$ cat config.mk
export PLATFORM = sky130hd
export DESIGN_NAME = nearest_palette_color_search_top
export DESIGN_NICKNAME = d
export VERILOG_FILES = /design/src/hdl/npcs_pkg.sv /design/src/hdl/npcs_ram.sv /design/src/hdl/npcs_datapath.sv /design/src/hdl/npcs_ctrl.sv /design/src/hdl/nearest_palette_color_search_top.sv
export SDC_FILE = /design/constraint.sdc
export NUM_CORES = 2
export LEC_CHECK = 0
export ABC_AREA = 1
export BUFFER_PORTS_ARGS = -buffer_cell sky130_fd_sc_hd__buf_2
export CAP_MARGIN = 10
export CORE_ASPECT_RATIO = 0.5
export CORE_UTILIZATION = 59
export DETAILED_ROUTE_END_ITERATION = 16
export PLACE_DENSITY = 0.73
export SETUP_SLACK_MARGIN = 0.05
export SKIP_CTS_REPAIR_TIMING = 1
export SLEW_MARGIN = 30
export SYNTH_ARGS = -nofsm -noshare
export SYNTH_HDL_FRONTEND = slang
export SYNTH_MEMORY_MAX_BITS = 65536
export SYNTH_SLANG_ARGS = --single-unit
$ cat constraint.sdc
create_clock -name i_clk -period 11.05 [get_ports i_clk]
set_clock_uncertainty 0.1 [all_clocks]
set_input_delay 2.21 -clock i_clk [delete_from_list [all_inputs] [get_ports i_clk]]
set_output_delay 2.21 -clock i_clk [all_outputs]
set_load 0.03 [all_outputs]
$ cat src/hdl/npcs_pkg.sv
`timescale 1ns / 1ps
// ----------------------------------------------------------------------------
// npcs_pkg
// Shared constants, types and helpers for the nearest palette color search.
// ----------------------------------------------------------------------------
package npcs_pkg;

    localparam int PALETTE_DEPTH_DEF = 256;
    localparam int CHAN_W            = 6;
    localparam int BYTE_W            = 8;
    localparam int IDX_W             = 8;
    localparam int SIZE_W            = 9;
    localparam int SUM_W             = 8;
    localparam int ENTRY_W           = 3 * CHAN_W;
    localparam int INDEX_LIMIT       = 256;

    localparam logic CMD_WRITE = 1'b0;
    localparam logic CMD_QUERY = 1'b1;

    typedef struct packed {
        logic             load;
        logic             wr;
        logic             rd_en;
        logic             eval;
        logic [IDX_W-1:0] rd_idx;
        logic [IDX_W-1:0] eval_idx;
    } t_dp_cmd;

    typedef struct packed {
        logic exact;
    } t_dp_status;

    function automatic logic [CHAN_W-1:0] abs_diff(input logic [CHAN_W-1:0] a,
                                                   input logic [CHAN_W-1:0] b);
        abs_diff = (a > b) ? (a - b) : (b - a);
    endfunction

endpackage

$ cat src/hdl/npcs_ram.sv
`timescale 1ns / 1ps
// ----------------------------------------------------------------------------
// npcs_ram
// Generic simple dual-port RAM: one write port, one registered read port.
// ----------------------------------------------------------------------------
module npcs_ram #(
    parameter int WIDTH = 18,
    parameter int DEPTH = 256,
    parameter int AW    = (DEPTH > 1) ? $clog2(DEPTH) : 1
) (
    input  logic             i_clk,
    input  logic             i_wr_en,
    input  logic [AW-1:0]    i_wr_addr,
    input  logic [WIDTH-1:0] i_wr_data,
    input  logic             i_rd_en,
    input  logic [AW-1:0]    i_rd_addr,
    output logic [WIDTH-1:0] o_rd_data
);

    logic [WIDTH-1:0] r_mem [DEPTH];
    logic [WIDTH-1:0] r_rd_data;

    always_ff @(posedge i_clk) begin
        if (i_wr_en) begin
            r_mem[i_wr_addr] <= i_wr_data;
        end
        if (i_rd_en) begin
            r_rd_data <= r_mem[i_rd_addr];
        end
    end

    assign o_rd_data = r_rd_data;

endmodule

$ cat src/hdl/npcs_datapath.sv
`timescale 1ns / 1ps
// ----------------------------------------------------------------------------
// npcs_datapath
// Palette store, query color, distance evaluation and best-entry registers.
// ----------------------------------------------------------------------------
module npcs_datapath
    import npcs_pkg::*;
#(
    parameter int PALETTE_DEPTH = PALETTE_DEPTH_DEF
) (
    input  logic               i_clk,
    input  logic               i_rst_n,
    input  t_dp_cmd            i_cmd,
    output t_dp_status         o_status,
    input  logic [IDX_W-1:0]   i_entry_index,
    input  logic [BYTE_W-1:0]  i_red,
    input  logic [BYTE_W-1:0]  i_green,
    input  logic [BYTE_W-1:0]  i_blue,
    output logic [IDX_W-1:0]   o_best_index,
    output logic [CHAN_W-1:0]  o_best_max_distance,
    output logic [SUM_W-1:0]   o_best_sum_distance,
    output logic               o_palette_empty
);

    localparam int AW = (PALETTE_DEPTH > 1) ? $clog2(PALETTE_DEPTH) : 1;

    logic [ENTRY_W-1:0] w_rd_data;
    logic               w_wr_en;
    logic [ENTRY_W-1:0] w_wr_data;

    logic [CHAN_W-1:0]  r_q_red;
    logic [CHAN_W-1:0]  r_q_green;
    logic [CHAN_W-1:0]  r_q_blue;
    logic [IDX_W-1:0]   r_best_idx;
    logic [CHAN_W-1:0]  r_best_max;
    logic [SUM_W-1:0]   r_best_sum;
    logic               r_found;

    logic [CHAN_W-1:0]  w_dr;
    logic [CHAN_W-1:0]  w_dg;
    logic [CHAN_W-1:0]  w_db;
    logic [CHAN_W-1:0]  w_mx;
    logic [SUM_W-1:0]   w_sm;
    logic               w_better;

    // drop writes beyond the store depth
    assign w_wr_en   = i_cmd.wr && (32'(i_entry_index) < 32'(PALETTE_DEPTH));
    assign w_wr_data = {i_red[CHAN_W-1:0], i_green[CHAN_W-1:0], i_blue[CHAN_W-1:0]};

    npcs_ram #(
        .WIDTH (ENTRY_W),
        .DEPTH (PALETTE_DEPTH),
        .AW    (AW)
    ) u_store (
        .i_clk     (i_clk),
        .i_wr_en   (w_wr_en),
        .i_wr_addr (AW'(i_entry_index)),
        .i_wr_data (w_wr_data),
        .i_rd_en   (i_cmd.rd_en),
        .i_rd_addr (AW'(i_cmd.rd_idx)),
        .o_rd_data (w_rd_data)
    );

    always_comb begin
        w_dr = abs_diff(r_q_red,   w_rd_data[3*CHAN_W-1:2*CHAN_W]);
        w_dg = abs_diff(r_q_green, w_rd_data[2*CHAN_W-1:CHAN_W]);
        w_db = abs_diff(r_q_blue,  w_rd_data[CHAN_W-1:0]);
        w_mx = (w_dr > w_dg) ? w_dr : w_dg;
        if (w_db > w_mx) begin
            w_mx = w_db;
        end
        w_sm = SUM_W'(w_dr) + SUM_W'(w_dg) + SUM_W'(w_db);
        w_better = !r_found || (w_mx < r_best_max) ||
                   ((w_mx == r_best_max) && (w_sm < r_best_sum));
    end

    assign o_status.exact = i_cmd.eval && (w_mx == '0);

    always_ff @(posedge i_clk) begin
        if (!i_rst_n) begin
            r_found <= 1'b0;
        end else if (i_cmd.load) begin
            r_found <= 1'b0;
        end else if (i_cmd.eval && w_better) begin
            r_found <= 1'b1;
        end
    end

    always_ff @(posedge i_clk) begin
        if (i_cmd.load) begin
            r_q_red    <= i_red[CHAN_W-1:0];
            r_q_green  <= i_green[CHAN_W-1:0];
            r_q_blue   <= i_blue[CHAN_W-1:0];
            r_best_idx <= '0;
            r_best_max <= '0;
            r_best_sum <= '0;
        end else if (i_cmd.eval && w_better) begin
            r_best_idx <= i_cmd.eval_idx;
            r_best_max <= w_mx;
            r_best_sum <= w_sm;
        end
    end

    assign o_best_index        = r_best_idx;
    assign o_best_max_distance = r_best_max;
    assign o_best_sum_distance = r_best_sum;
    assign o_palette_empty     = !r_found;

endmodule

$ cat src/hdl/npcs_ctrl.sv
`timescale 1ns / 1ps
// ----------------------------------------------------------------------------
// npcs_ctrl
// Request handshake, size register and scan sequencer for the search.
// ----------------------------------------------------------------------------
module npcs_ctrl
    import npcs_pkg::*;
#(
    parameter int PALETTE_DEPTH = PALETTE_DEPTH_DEF
) (
    input  logic              i_clk,
    input  logic              i_rst_n,
    input  logic              start,
    output logic              busy,
    input  logic              i_command,
    input  logic              i_cfg_we,
    input  logic [SIZE_W-1:0] i_cfg_wdata,
    output t_dp_cmd           o_cmd,
    input  t_dp_status        i_status,
    output logic              o_result_valid
);

    localparam int SCAN_LIMIT = (PALETTE_DEPTH < INDEX_LIMIT) ? PALETTE_DEPTH : INDEX_LIMIT;

    typedef enum logic [1:0] {
        ST_IDLE,
        ST_SCAN,
        ST_DONE
    } t_state;

    t_state             r_state, n_state;
    logic               r_busy, n_busy;
    logic               r_strobe, n_strobe;
    logic [SIZE_W-1:0]  r_size;
    logic [SIZE_W-1:0]  r_issue, n_issue;
    logic               r_eval_vld, n_eval_vld;
    logic [IDX_W-1:0]   r_eval_idx, n_eval_idx;

    logic [SIZE_W-1:0]  w_count;
    logic               w_accept;
    logic               w_rd_en;
    logic               w_last;

    assign w_count  = (r_size > SIZE_W'(SCAN_LIMIT)) ? SIZE_W'(SCAN_LIMIT) : r_size;
    assign w_accept = start && !r_busy;
    assign w_rd_en  = (r_state == ST_SCAN) && (r_issue < w_count);
    assign w_last   = ({1'b0, r_eval_idx} == (w_count - SIZE_W'(1)));

    always_comb begin
        o_cmd          = '0;
        o_cmd.load     = w_accept && (i_command == CMD_QUERY);
        o_cmd.wr       = w_accept && (i_command == CMD_WRITE);
        o_cmd.rd_en    = w_rd_en;
        o_cmd.rd_idx   = r_issue[IDX_W-1:0];
        o_cmd.eval     = (r_state == ST_SCAN) && r_eval_vld;
        o_cmd.eval_idx = r_eval_idx;
    end

    always_comb begin
        n_state    = r_state;
        n_busy     = r_busy;
        n_strobe   = 1'b0;
        n_issue    = r_issue;
        n_eval_vld = 1'b0;
        n_eval_idx = r_eval_idx;
        case (r_state)
            ST_IDLE: begin
                n_issue = '0;
                if (w_accept && (i_command == CMD_QUERY)) begin
                    n_busy = 1'b1;
                    if (w_count == '0) begin
                        n_state  = ST_DONE;
                        n_strobe = 1'b1;
                    end else begin
                        n_state = ST_SCAN;
                    end
                end
            end
            ST_SCAN: begin
                if (w_rd_en) begin
                    n_issue    = r_issue + SIZE_W'(1);
                    n_eval_vld = 1'b1;
                    n_eval_idx = r_issue[IDX_W-1:0];
                end
                if (r_eval_vld && (i_status.exact || w_last)) begin
                    n_state    = ST_DONE;
                    n_strobe   = 1'b1;
                    n_eval_vld = 1'b0;
                end
            end
            ST_DONE: begin
                n_state = ST_IDLE;
                n_busy  = 1'b0;
            end
            default: begin
                n_state = ST_IDLE;
                n_busy  = 1'b0;
            end
        endcase
    end

    always_ff @(posedge i_clk) begin
        if (!i_rst_n) begin
            r_state    <= ST_IDLE;
            r_busy     <= 1'b0;
            r_strobe   <= 1'b0;
            r_issue    <= '0;
            r_eval_vld <= 1'b0;
            r_eval_idx <= '0;
        end else begin
            r_state    <= n_state;
            r_busy     <= n_busy;
            r_strobe   <= n_strobe;
            r_issue    <= n_issue;
            r_eval_vld <= n_eval_vld;
            r_eval_idx <= n_eval_idx;
        end
    end

    always_ff @(posedge i_clk) begin
        if (!i_rst_n) begin
            r_size <= '0;
        end else if (i_cfg_we) begin
            r_size <= i_cfg_wdata;
        end
    end

    assign busy           = r_busy;
    assign o_result_valid = r_strobe;

endmodule

$ cat src/hdl/nearest_palette_color_search_top.sv
`timescale 1ns / 1ps
// ----------------------------------------------------------------------------
// nearest_palette_color_search_top
// Palette store with nearest color search under the largest channel difference.
// ----------------------------------------------------------------------------
// A request is taken when start is high and busy is low. A palette write is
// stored at that edge and keeps busy low, so writes go one per cycle. A query
// raises busy and reads one palette entry per cycle from the store's single
// read port, until the search size is reached or an exact match ends the
// scan early; with a search size of zero the scan is skipped entirely. The
// result shows for exactly one cycle with o_result_valid, in the last busy
// cycle; the receiver cannot stall it, so take it when it shows. Write
// i_cfg_wdata only while busy is low.
// ----------------------------------------------------------------------------
module nearest_palette_color_search_top
    import npcs_pkg::*;
#(
    parameter int PALETTE_DEPTH = PALETTE_DEPTH_DEF
) (
    input  logic              i_clk,
    input  logic              i_rst_n,
    input  logic              start,
    output logic              busy,
    input  logic              i_command,
    input  logic [IDX_W-1:0]  i_entry_index,
    input  logic [BYTE_W-1:0] i_red,
    input  logic [BYTE_W-1:0] i_green,
    input  logic [BYTE_W-1:0] i_blue,
    input  logic              i_cfg_we,
    input  logic [SIZE_W-1:0] i_cfg_wdata,
    output logic              o_result_valid,
    output logic [IDX_W-1:0]  o_best_index,
    output logic [CHAN_W-1:0] o_best_max_distance,
    output logic [SUM_W-1:0]  o_best_sum_distance,
    output logic              o_palette_empty
);

    t_dp_cmd    w_cmd;
    t_dp_status w_status;

    npcs_ctrl #(
        .PALETTE_DEPTH (PALETTE_DEPTH)
    ) u_ctrl (
        .i_clk          (i_clk),
        .i_rst_n        (i_rst_n),
        .start          (start),
        .busy           (busy),
        .i_command      (i_command),
        .i_cfg_we       (i_cfg_we),
        .i_cfg_wdata    (i_cfg_wdata),
        .o_cmd          (w_cmd),
        .i_status       (w_status),
        .o_result_valid (o_result_valid)
    );

    npcs_datapath #(
        .PALETTE_DEPTH (PALETTE_DEPTH)
    ) u_datapath (
        .i_clk               (i_clk),
        .i_rst_n             (i_rst_n),
        .i_cmd               (w_cmd),
        .o_status            (w_status),
        .i_entry_index       (i_entry_index),
        .i_red               (i_red),
        .i_green             (i_green),
        .i_blue              (i_blue),
        .o_best_index        (o_best_index),
        .o_best_max_distance (o_best_max_distance),
        .o_best_sum_distance (o_best_sum_distance),
        .o_palette_empty     (o_palette_empty)
    );

endmodule

==> results.md <==
* P&R area growth vs syn at 9.77%
* Final setup fails at 0
* Mapped Area at 187000 sq um
* Sink Count at 4698
* Setup Total Neg Slack at 0 ns
* Top cell type's share of synthesized area at roughly 75%
* Initial antenna violation count at between 40 and 50
* VDD IR-drop max at about 0.16 mV
* Power Total at 36.2 mW
* Ys flop type: edfxtp_1
* Post-route DRC at 0
* Die area at 319000 sq um
* Status: finished clean
* Max Transition Viols Final at 0
* Slew margin rel. at around a fifth
* Crit-path slowest cell: nand2_1
* Final WL at ~540000 um
* HPWL after detailed placement at 302000 um
* Wire length per cell at 29.5 um
* WS Path Type: register to register
* I/O pin count at 71
* Vias in the first global route at 115000
* H-tree levels at 5
* DR vias/cell at 6.75
* Startpoint types: register
* CTS tree: done
* Leak at 65.2 nW
* GP Congestion at 0.940
* Netlist cell types at 54
* Crit path arrival time at 8.24 ns
* Met1 usage at 45.7%
* Cells on worst reg2reg path at 37
* Worst-path fanout max at 28
* Layout cells sized above 1 at 8.70%
* Most frequent cell after synthesis: edfxtp_1
* Pin count of the biggest net entering global routing at 191
* PwrDens at about 180 nW/um^2
* Core box area at 314000 sq um
* GRT busiest layer: met2
* Fin. Hold Viols at 0
* Post-synth EDFFs at approximately 4600
* RSZ-0062 raised after global routing: false
* Chip height at approximately 400 um
* FP Rows at about 150
* Fin crit share at 68.1%
* Detail Route Antenna Nets at 0
* Worst-Margin Slew at 1.18 ns
* Reg clk slew, reported paths at approximately 0.070 ns
* Post-synth top cells: edfxtp_1, nor2_1, o21ai_0, o22ai_1, clkbuf_1
* CP max stage delay at 0.61 ns
* CTS buffer count at 397
* Syn Area/Cell at 13.3 sq um
* Overall Global Routing Usage at 33.0%
* Yosys warnings at 0
* Initial Util at 59.6%
* Flops & latches, synth at between 4000 and 5000
* Gr ovfl total at 0
* Mapped Cells at ~14000
* First-pass GRT wire length at 772000 um
* Achievable Freq at 133 MHz
* Critical Path End Type: register
* Nets at 14000
* 1st-iter DRT viols at around 22000
* Met3 Usage GRT at 11.6%
* Min-Delay Path Class: register to register
* Sequential share of the synthesized area at 75.2%
* Routing usage on met2 at between 40% and 50%
* Die X at 798 um
* Clk buf depth at 4
* Synth area leader: edfxtp_1
* Router iterations before antenna repair at 6
* Asr flop ratio synth at 0%
* Clk Latency, worst-skew pair at 0.99 ns
* Required time of the critical path at 11.77 ns
* Net Count, Synth at 14200
* Min Tclk post-route at 7.52 ns
* Area contributors post-synth: edfxtp_1, o21ai_0, nor2_1
* Port-buffer cells at 64
* Crit-path most repeated cell: nand2_1
* Max_cap viols at 0
* Via Count at roughly 120k
* Fillers at 21600
* Root buffer cell: clkbuf_16
* Hold depth at 2
worst paths after layout:
check	start	slack [ns]	end
hold reg to reg	u_datapath.o_best_sum_distance[2]	0.39	u_datapath.o_best_sum_distance[2]
setup / recovery	u_datapath.r_q_green[0]	3.53	u_datapath.o_best_index[4]
hold / removal	u_datapath.o_best_sum_distance[2]	0.39	u_datapath.o_best_sum_distance[2]
setup reg to reg	u_datapath.r_q_green[0]	3.53	u_datapath.o_best_index[4]
worst max-delay path: cells and delay by family (launching register included):
| family | cells | cell delay [ns] |
|---|---|---|
| buf+inv | 7 | 1.08 |
| flops | 1 | 0.40 |
| simple gates | 18 | 2.59 |
| compound gates | 5 | 1.12 |
| fa+ha+maj | 5 | 1.49 |
| xor+xnor | 1 | 0.37 |
| mux | 1 | 0.25 |
where the power goes:
| group | internal [mW] | total [mW] | switching [mW] |
|---|---|---|---|
| combinational | 0.732 | 2.86 | 2.12 |
| sequential | 19.6 | 19.6 | 0.0218 |
| clock | 7.33 | 13.7 | 6.42 |
| total | 27.7 | 36.2 | 8.56 |
metal layers:
layer / up-vias / wire length (um)
met4: 36 / 25400
met3: 1322 / 83500
met2: 8840 / 235000
met1: 61100 / 199000
met5: - / 307
li1: 52600 / -
layout make-up:
class / instances / area, sq um / share of cell area [%]
well taps: 4189 / 5240 / 2.56
inverters: 170 / 673 / 0.328
clock inverters: 209 / 1960 / 0.956
repair buffers: 427 / 3810 / 1.86
clock buffers: 480 / 10300 / 5.01
diodes: 17 / 42.5 / 0.0208
flip-flops and latches: 4698 / 141000 / 68.6
multi-input cells: 8170 / 42400 / 20.7
stage by stage:
step                      util, %  hold WS, ns  instances  setup slack, ns  cell area, sq um
after CTS                    65.3        0.393      18300             3.55            205000
after detailed placement     61.4        0.383      17600             3.63            193000
after global routing         65.4        0.413      18300             2.87            205000
final                        65.4        0.388      18400             3.53            205000
after floorplan                 -        0.354      14100             5.54            187000
after global placement       61.2        0.374      17600             3.59            192000
cell usage in the layout, fill, tap and decap left out, types with 117 or more instances in the layout:
| cell type | instances |
|---|---|
| edfxtp_1 | 4644 |
| nor2_1 | 2887 |
| o21ai_0 | 2644 |
| o22ai_1 | 786 |
| o221ai_1 | 473 |
| clkbuf_16 | 398 |
| nand2_1 | 317 |
| buf_4 | 312 |
| nand3_1 | 230 |
| a21oi_1 | 183 |
| inv_1 | 147 |
| o211ai_1 | 120 |
| nor2_4 | 117 |
cells by family after synthesis:
| family | Yosys count | share of synthesized area (%) |
|---|---|---|
| compound gates | 4324 | 13.4 |
| xor+xnor | 36 | 0.169 |
| fa+ha+maj | 86 | 0.608 |
| buf+inv | 1225 | 2.71 |
| flops | 4698 | 75.2 |
| mux | 3 | 0.0167 |
| simple gates | 3721 | 7.83 |
sequential cells by signal, summed over array words and instances (netlist names):
register / flops
u_datapath.r_q_blue: 6
u_ctrl.o_result_valid: 1
u_ctrl.r_issue: 9
u_datapath.u_store.o_rd_data: 18
u_ctrl.r_eval_vld: 1
u_datapath.u_store.r_mem: 4608
u_datapath.r_q_red: 6
u_datapath.r_found: 1
u_datapath.o_best_max_distance: 6
u_datapath.o_best_index: 8
u_datapath.o_best_sum_distance: 8
u_ctrl.r_state: 2
u_ctrl.r_size: 9
u_ctrl.busy: 1
u_datapath.r_q_green: 6
u_ctrl.r_eval_idx: 8
(Power assumes the default switching activity.)
